`src/rtl/rcds_pkg.sv`:
```
// Shared types and constants for the radix conversion digit stack.
package rcds_pkg;

    localparam int unsigned DIGIT_W    = 4;
    localparam int unsigned RADIX_W    = 4;
    localparam int unsigned CHUNK_BITS = 8;

    localparam logic [RADIX_W-1:0] RADIX_MIN   = 4'd2;
    localparam logic [RADIX_W-1:0] RADIX_MAX   = 4'd10;
    localparam logic [RADIX_W-1:0] RADIX_RESET = 4'd10;
    localparam logic [DIGIT_W-1:0] DIGIT_MAX   = 4'd9;

    typedef enum logic [1:0] {
        ST_IDLE,
        ST_DIVIDE,
        ST_POP
    } ctrl_state_t;

    typedef struct packed {
        logic load;
        logic div_step;
        logic push;
        logic pop;
    } dp_cmd_t;

    typedef struct packed {
        logic chunk_last;
        logic quot_zero;
        logic stack_one;
        logic out_free;
    } dp_status_t;

endpackage

```
`src/rtl/rcds_if.sv`:
```
// Valid/ready channel interfaces for input values and output digits.
interface rcds_value_if #(
    parameter int unsigned VALUE_WIDTH = 31
) ();
    logic                   valid;
    logic                   ready;
    logic [VALUE_WIDTH-1:0] value;

    modport source (output valid, output value, input ready);
    modport sink   (input valid, input value, output ready);
endinterface

interface rcds_digit_if ();
    import rcds_pkg::*;

    logic               valid;
    logic               ready;
    logic [DIGIT_W-1:0] digit;
    logic               last_digit;

    modport source (output valid, output digit, output last_digit, input ready);
    modport sink   (input valid, input digit, input last_digit, output ready);
endinterface

```
`src/rtl/radix_conversion_digit_stack.sv`:
```
// Top level of the radix conversion digit stack: radix register and block wiring.
//
// Each request on value_chan carries a non-negative integer. The block converts
// it to the base held in the radix register (values below 2 act as 2, values
// above 10 act as 10) and returns one request per digit on digit_chan, most
// significant digit first, with last_digit high on the final digit. A zero
// value gives the single digit 0.
//
// Conversion is repeated division. One division pass handles one eight-bit
// chunk of the value per cycle, and each pass pushes one remainder onto the
// digit stack. After the last pass the digits are popped from the stack and,
// while the receiver does not stall, follow one per cycle.
//
// value_chan is ready only while the block is idle, which it becomes as soon as
// the last digit has been read from the stack into the output register. When the
// receiver stalls, the current digit holds on digit_chan and popping waits. Reset
// empties the stack, clears out_valid and sets the radix to 10. The user writes
// the radix via cfg_we/cfg_wdata only while no conversion runs; nothing enforces it.
module radix_conversion_digit_stack #(
    parameter int unsigned VALUE_WIDTH = 31,
    parameter int unsigned STACK_DEPTH = 32
) (
    input  logic                         clk,
    input  logic                         rst_n,
    input  logic                         cfg_we,
    input  logic [rcds_pkg::RADIX_W-1:0] cfg_wdata,
    rcds_value_if.sink                   value_chan,
    rcds_digit_if.source                 digit_chan
);
    import rcds_pkg::*;

    logic [RADIX_W-1:0] radix_reg;
    logic [RADIX_W-1:0] radix_eff;
    dp_cmd_t            cmd;
    dp_status_t         status;

    // The radix register takes any four-bit value; saturation happens on use.
    always_ff @(posedge clk or negedge rst_n)
    begin
        if (!rst_n)
        begin
            radix_reg <= RADIX_RESET;
        end
        else if (cfg_we)
        begin
            radix_reg <= cfg_wdata;
        end
    end

    always_comb
    begin
        if (radix_reg < RADIX_MIN)
        begin
            radix_eff = RADIX_MIN;
        end
        else if (radix_reg > RADIX_MAX)
        begin
            radix_eff = RADIX_MAX;
        end
        else
        begin
            radix_eff = radix_reg;
        end
    end

    rcds_ctrl u_ctrl (
        .clk      (clk),
        .rst_n    (rst_n),
        .in_valid (value_chan.valid),
        .in_ready (value_chan.ready),
        .cmd      (cmd),
        .status   (status)
    );

    rcds_datapath #(
        .VALUE_WIDTH (VALUE_WIDTH),
        .STACK_DEPTH (STACK_DEPTH)
    ) u_datapath (
        .clk        (clk),
        .rst_n      (rst_n),
        .cmd        (cmd),
        .status     (status),
        .radix      (radix_eff),
        .value      (value_chan.value),
        .out_valid  (digit_chan.valid),
        .out_ready  (digit_chan.ready),
        .digit      (digit_chan.digit),
        .last_digit (digit_chan.last_digit)
    );

endmodule

```
`src/rtl/rcds_datapath.sv`:
```
// Datapath: chunked long division by the radix, digit stack and output register.
module rcds_datapath #(
    parameter int unsigned VALUE_WIDTH = 31,
    parameter int unsigned STACK_DEPTH = 32
) (
    input  logic                          clk,
    input  logic                          rst_n,
    input  rcds_pkg::dp_cmd_t             cmd,
    output rcds_pkg::dp_status_t          status,
    input  logic [rcds_pkg::RADIX_W-1:0]  radix,
    input  logic [VALUE_WIDTH-1:0]        value,
    output logic                          out_valid,
    input  logic                          out_ready,
    output logic [rcds_pkg::DIGIT_W-1:0]  digit,
    output logic                          last_digit
);
    import rcds_pkg::*;

    localparam int unsigned NCHUNK = (VALUE_WIDTH + CHUNK_BITS - 1) / CHUNK_BITS;
    localparam int unsigned WORK_W = NCHUNK * CHUNK_BITS;
    localparam int unsigned CNT_W  = (NCHUNK > 1) ? $clog2(NCHUNK) : 1;
    localparam int unsigned ADDR_W = $clog2(STACK_DEPTH);
    localparam int unsigned SP_W   = $clog2(STACK_DEPTH + 1);

    logic [WORK_W-1:0]     work_reg;
    logic [WORK_W-1:0]     work_next;
    logic [DIGIT_W-1:0]    rem_reg;
    logic [DIGIT_W-1:0]    rem_step;
    logic [CHUNK_BITS-1:0] quot_bits;
    logic [CNT_W-1:0]      cnt_reg;
    logic [SP_W-1:0]       sp_reg;
    logic [SP_W-1:0]       sp_dec;
    logic [DIGIT_W-1:0]    digit_reg;
    logic                  last_reg;
    logic                  out_valid_reg;
    logic [DIGIT_W-1:0]    digit_store [STACK_DEPTH];

    // One chunk of restoring division, most significant bit first.
    always_comb
    begin
        logic [DIGIT_W:0]   trial;
        logic [DIGIT_W-1:0] r;
        r         = rem_reg;
        quot_bits = '0;
        for (int i = CHUNK_BITS - 1; i >= 0; i--)
        begin
            trial = {r, work_reg[WORK_W - CHUNK_BITS + i]};
            if (trial >= {1'b0, radix})
            begin
                r            = DIGIT_W'(trial - {1'b0, radix});
                quot_bits[i] = 1'b1;
            end
            else
            begin
                r = trial[DIGIT_W-1:0];
            end
        end
        rem_step = r;
    end

    // The top chunk is consumed and its quotient bits enter at the bottom, so after
    // all chunks the word holds the full quotient in place.
    generate
        if (NCHUNK == 1)
        begin : g_single
            assign work_next = quot_bits;
        end
        else
        begin : g_multi
            assign work_next = {work_reg[WORK_W-CHUNK_BITS-1:0], quot_bits};
        end
    endgenerate

    assign sp_dec = sp_reg - SP_W'(1);

    assign status.chunk_last = (cnt_reg == CNT_W'(NCHUNK - 1));
    assign status.quot_zero  = (work_next == '0);
    assign status.stack_one  = (sp_reg == SP_W'(1));
    assign status.out_free   = !out_valid_reg || out_ready;

    always_ff @(posedge clk or negedge rst_n)
    begin
        if (!rst_n)
        begin
            cnt_reg       <= '0;
            sp_reg        <= '0;
            out_valid_reg <= 1'b0;
        end
        else
        begin
            if (cmd.load)
            begin
                cnt_reg <= '0;
            end
            else if (cmd.div_step)
            begin
                cnt_reg <= status.chunk_last ? '0 : cnt_reg + CNT_W'(1);
            end

            if (cmd.push && (sp_reg < SP_W'(STACK_DEPTH)))
            begin
                sp_reg <= sp_reg + SP_W'(1);
            end
            else if (cmd.pop)
            begin
                sp_reg <= sp_dec;
            end

            if (cmd.pop)
            begin
                out_valid_reg <= 1'b1;
            end
            else if (out_ready)
            begin
                out_valid_reg <= 1'b0;
            end
        end
    end

    always_ff @(posedge clk)
    begin
        if (cmd.load)
        begin
            work_reg <= WORK_W'(value);
            rem_reg  <= '0;
        end
        else if (cmd.div_step)
        begin
            work_reg <= work_next;
            rem_reg  <= status.chunk_last ? '0 : rem_step;
        end
    end

    // Digit stack with a registered read that feeds the output register directly.
    always_ff @(posedge clk)
    begin
        if (cmd.push && (sp_reg < SP_W'(STACK_DEPTH)))
        begin
            digit_store[sp_reg[ADDR_W-1:0]] <= rem_step;
        end
        if (cmd.pop)
        begin
            digit_reg <= digit_store[sp_dec[ADDR_W-1:0]];
            last_reg  <= status.stack_one;
        end
    end

    assign out_valid  = out_valid_reg;
    assign digit      = digit_reg;
    assign last_digit = last_reg;

endmodule

```
`src/rtl/rcds_ctrl.sv`:
```
// Controller: sequences loading, the division passes and popping of the stack.
module rcds_ctrl (
    input  logic                 clk,
    input  logic                 rst_n,
    input  logic                 in_valid,
    output logic                 in_ready,
    output rcds_pkg::dp_cmd_t    cmd,
    input  rcds_pkg::dp_status_t status
);
    import rcds_pkg::*;

    ctrl_state_t state_reg;
    ctrl_state_t state_next;

    always_ff @(posedge clk or negedge rst_n)
    begin
        if (!rst_n)
        begin
            state_reg <= ST_IDLE;
        end
        else
        begin
            state_reg <= state_next;
        end
    end

    always_comb
    begin
        state_next = state_reg;
        cmd        = '0;
        in_ready   = 1'b0;
        unique case (state_reg)
            ST_IDLE:
            begin
                in_ready = 1'b1;
                if (in_valid)
                begin
                    cmd.load   = 1'b1;
                    state_next = ST_DIVIDE;
                end
            end
            ST_DIVIDE:
            begin
                cmd.div_step = 1'b1;
                // The final chunk of a pass yields the digit; a zero quotient ends it.
                if (status.chunk_last)
                begin
                    cmd.push = 1'b1;
                    if (status.quot_zero)
                    begin
                        state_next = ST_POP;
                    end
                end
            end
            ST_POP:
            begin
                if (status.out_free)
                begin
                    cmd.pop = 1'b1;
                    if (status.stack_one)
                    begin
                        state_next = ST_IDLE;
                    end
                end
            end
            default:
            begin
                state_next = ST_IDLE;
            end
        endcase
    end

endmodule

```
`src/flat_wrapper.sv`:
```
// flat-port wrapper written by rule: the top's interface ports become plain ports
module radix_conversion_digit_stack_flat import rcds_pkg::*;
#(
    parameter int unsigned VALUE_WIDTH = 31,
    parameter int unsigned STACK_DEPTH = 32
)
  (clk, rst_n, cfg_we, cfg_wdata, value_chan_valid, value_chan_value, value_chan_ready, digit_chan_valid, digit_chan_digit, digit_chan_last_digit, digit_chan_ready);
  rcds_value_if #(.VALUE_WIDTH(VALUE_WIDTH)) value_chan_i ();
  rcds_digit_if digit_chan_i ();
  input  logic clk;
  input  logic rst_n;
  input  logic cfg_we;
  input  logic [rcds_pkg::RADIX_W-1:0] cfg_wdata;
  input wire logic [$bits(value_chan_i.valid)-1:0] value_chan_valid;
  input wire logic [$bits(value_chan_i.value)-1:0] value_chan_value;
  output wire logic [$bits(value_chan_i.ready)-1:0] value_chan_ready;
  output wire logic [$bits(digit_chan_i.valid)-1:0] digit_chan_valid;
  output wire logic [$bits(digit_chan_i.digit)-1:0] digit_chan_digit;
  output wire logic [$bits(digit_chan_i.last_digit)-1:0] digit_chan_last_digit;
  input wire logic [$bits(digit_chan_i.ready)-1:0] digit_chan_ready;
  assign value_chan_i.valid = value_chan_valid;
  assign value_chan_i.value = value_chan_value;
  assign value_chan_ready = value_chan_i.ready;
  assign digit_chan_valid = digit_chan_i.valid;
  assign digit_chan_digit = digit_chan_i.digit;
  assign digit_chan_last_digit = digit_chan_i.last_digit;
  assign digit_chan_i.ready = digit_chan_ready;
  radix_conversion_digit_stack #(.VALUE_WIDTH(VALUE_WIDTH), .STACK_DEPTH(STACK_DEPTH)) u_core (.clk(clk), .rst_n(rst_n), .cfg_we(cfg_we), .cfg_wdata(cfg_wdata), .value_chan(value_chan_i), .digit_chan(digit_chan_i));
endmodule
```
`config.mk`:
```
export PLATFORM = sky130hd
export DESIGN_NAME = radix_conversion_digit_stack_flat
export DESIGN_NICKNAME = d
export VERILOG_FILES = /design/src/rtl/rcds_pkg.sv /design/src/rtl/rcds_if.sv /design/src/rtl/radix_conversion_digit_stack.sv /design/src/rtl/rcds_datapath.sv /design/src/rtl/rcds_ctrl.sv /design/src/flat_wrapper.sv
export SDC_FILE = /design/constraint.sdc
export NUM_CORES = 1
export LEC_CHECK = 0
export BUFFER_PORTS_ARGS = -buffer_cell sky130_fd_sc_hd__buf_4
export CAP_MARGIN = 20
export CORE_MARGIN = 5
export CORE_UTILIZATION = 60
export DETAILED_ROUTE_END_ITERATION = 6
export GPL_ROUTABILITY_DRIVEN = 0
export GPL_TIMING_DRIVEN = 0
export PLACE_DENSITY = 0.83
export SLEW_MARGIN = 20
export SYNTH_ARGS = -nofsm -noshare
export SYNTH_HDL_FRONTEND = slang
export SYNTH_SLANG_ARGS = --single-unit
```
`constraint.sdc`:
```
create_clock -name clk -period 18.4 [get_ports clk]
set_input_delay 0.92 -clock clk [delete_from_list [all_inputs] [get_ports clk]]
set_output_delay 0.92 -clock clk [all_outputs]
set_load 0.02 [all_outputs]
```
==> run summary <==
The flow ran to the end, and the final reports show no timing, DRC or antenna violations. The floorplan step defined a die boundary enclosing 0.0181 mm^2. Yosys printed 0 warnings. Total buffers and inverters traversed by the critical path: 4. In this run the worst setup path begins at u_core.radix_reg[3]. Share of the synthesized area in compound gates (AO/OA/AOI/OAI): 0.0750.

Number of clock sinks: 184. Detailed routing inserted a total of 5994 vias. The tools report the fmax as 65.8 MHz. The share of post-route cells with drive strength above 1 is 0.199. Along the worst path, the maximum fanout reaches 33.

The number of cells produced by synthesis came out at 684. The number of violations of the max-capacitance limit is 0. TritonCTS built the clock tree. The per-cell via count in the routed design was 6.30. Summed over all instances, the cell type with the most area after synthesis is edfxtp_1. The final net count was 836. The critical path is of the flip-flop to flip-flop type. Final design utilization: 0.693.

The average instance area after synthesis is 13.6 um^2. The clock tree synthesis step divided the H-tree into 4 levels. In this run the core area contains 45 standard-cell rows. Once detail routing completed, the nets flagged for antenna violations numbered 0. The synthesized design contains 164 enable-type register cells.

The post-synthesis adder-cell area fraction works out to 0.0683. The fraction of synthesis flops using an asynchronous set or reset pin was 0.0815. The slew at the pin with the worst max-slew slack was 991 ps. The clock slew at the register clock pins of the worst setup and hold paths came out at 70 ps. Buffers inserted to repair hold after CTS numbered 0. The logs give 0 for the number of antenna violations at the first check in global routing and 6132 for the via count of the first global-routing pass.

The total standard cell area after synthesis came out at 0.00931 mm^2. The routed length per placed instance is 21.2 um, and the mux cell area share after synthesis is 0.132. The routed design has 20.2 mm of wire.

The height of the chip was 135 um. The tools report the number of buffers inserted to repair setup after CTS as 0. For the global-route usage over all layers, the log shows 0.234. STA puts the critical path data required time at 18540 ps.

When the netlist entered floorplanning its net count stood at 770. The count of buffers added on input and output ports is 46. At the worst endpoint, the arrival time is 15320 ps. Worst clock skew: 8.55 ps.

The portion of the post-synthesis area used by sequential elements came out at 0.580. The later pin in the worst-skew pair is clocked with a latency of 430 ps. Relative to the synthesized area, the layout overhead comes to 13.1%. Highest routed metal layer: met4. Summed over all failing endpoints, the final setup total negative slack is 0 ps. The TritonCTS buffer count came out at 17.

The pin count of the biggest net entering global routing was 34. Global routing finished with a remaining overflow of 0. After layout, the minimum clock period comes to 15190 ps. The startpoint class of the critical path was a flip-flop. The run gives 0 as the number of inserted diodes. The core outline area was 0.0152 mm^2; the count of final hold-check violations was 0. Detailed placement finished with a half-perimeter wire length of 14.2 mm. The number of DRC violations after detailed routing was 0; the first-pass GRT wire length was 32.4 mm. The number of endpoints failing setup at the final stage came out at 0. The tools report the post-route met1 wirelength as 7.92 mm. Class of the most critical hold timing path: primary input to async pin. The share of synthesized cell area in and, or, nand and nor gates is 0.105, and the flip-flop count of the largest register after layout is 128. After synthesis the netlist holds a flip-flop and latch count of 184. The logs give 0 for the total count of max-transition violations in the final report and 5 for the number of optimization iterations in the first detailed-route pass. The clock tree root driver cell was clkbuf_16. By area the synthesized netlist is led by edfxtp_1 53%, mux4_2 9.7%, ha_1 5.1%. The XOR/XNOR share of the synthesized area is 0.0207. In the synthesized netlist the dominant register cell turns out to be edfxtp_1. Once the clock tree was built, the resizer swapped 0 gates to a different size. The worst register-to-register path begins at u_core.radix_reg[3]. The routed length on met2 was 10.4 mm; the number of library cell types mapped by synthesis was 64. The final worst-path cycle share was 0.825; the maximum cell stage delay along the critical path was 730 ps.

For this design, the slowest cell found on the critical path is mux2_2. STA classifies the critical path endpoint as a flip-flop. In this run, the number of DRC markers left after iteration 0 of detailed routing was 477. The relative max-transition margin came out at 0.339.

The largest family of logic cells by synthesized area was multiplexers. Setup repair after global routing left no endpoint under its margin. The floorplan step set the die width to 135 um. 47 I/O pins were placed.

The longest clock path from root to sink contains 2 buffers. Detailed routing placed a total of 1.20 mm of wire on met3. Among cell families on the critical path, the largest total delay comes from compound AO/OA/AOI/OAI gates. The fraction of post-synthesis cell area in the top cell type by area was 0.529. The starting utilization of the core area came out at 0.612.
path summary, 6_finish.rpt:
kind | endpoint | slack (ps) | cells past startpoint
max | u_core.u_datapath.digit_store[2][3] | 3210 | 56
min reg2reg | u_core.u_datapath.sp_reg[5] | 510 | 1
min | u_core.u_ctrl.state_reg[0] | 350 | 1
max in group asynchronous | u_core.radix_reg[3] | 17790 | 1
min in group clk | u_core.u_datapath.sp_reg[5] | 510 | 1
max reg2reg | u_core.u_datapath.digit_store[2][3] | 3210 | 56
metrics by stage:
stage / std cells / hold WS, ps / cell area [um^2] / worst slack (ps)
after global routing: 951 / 353 / 10500 / 2330
after detailed placement: 919 / 487 / 9930 / 3500
final: 951 / 351 / 10500 / 3210
after CTS: 951 / 347 / 10500 / 3460
after global placement: 918 / 480 / 9890 / 2440
after floorplan: 684 / 445 / 9310 / 5170
cells in the mapped netlist (10+ instances only):
cell	instances
mux2_2	13
nand2b_1	10
ha_1	38
dfrtp_1	13
xor2_1	11
nand2_1	95
edfxtp_1	164
nor2_1	57
inv_1	26
o21ai_0	23
mux2i_1	12
mux4_2	40
a21o_1	16
xnor2_1	11
a21oi_1	22
clkbuf_1	18
logic make-up (layout without fill, tap and decap cells):
family / after synthesis / in the layout
and+or+nand+nor: 215 / 215
DFF: 184 / 184
AOI/OAI and AO/OA: 100 / 100
muxes: 69 / 69
buffers and inverters: 48 / 127
adders and majority gates: 46 / 46
xor gates and xnor gates: 22 / 22
layout by cell type (no fill, tap or decap), types with 8 or more instances in the layout:
master | netlist | layout
edfxtp_1 | 164 | 164
nand2_1 | 95 | 95
nor2_1 | 57 | 57
buf_4 | 0 | 46
mux4_2 | 40 | 40
ha_1 | 38 | 38
inv_1 | 26 | 25
o21ai_0 | 23 | 23
a21oi_1 | 22 | 22
clkbuf_1 | 18 | 20
clkbuf_16 | 0 | 17
a21o_1 | 16 | 16
mux2_2 | 13 | 13
dfrtp_1 | 13 | 13
mux2i_1 | 12 | 11
xor2_1 | 11 | 11
xnor2_1 | 11 | 10
nand2b_1 | 10 | 10
nor4_1 | 8 | 8
fa_1 | 8 | 8
cell type report:
cell class	instances	area, um^2
repair buffers	47	360
flip-flops and latches	184	5400
clock buffers	19	433
multi-input cells	452	3750
clock inverters	13	168
well taps	188	235
fillers	1032	4670
inverters	26	97.6
plain buffers	22	83.8
metal layers:
metal | vias up | global-route usage
li1 | 2719 | -
met5 | - | 0
met3 | 43 | 0.0451
met4 | 0 | 0.101
met2 | 251 | 0.396
met1 | 2981 | 0.299
Power is left out: the tool's default activity adds up to more than one toggle a clock period on the data nets, which glitch-free logic cannot reach.
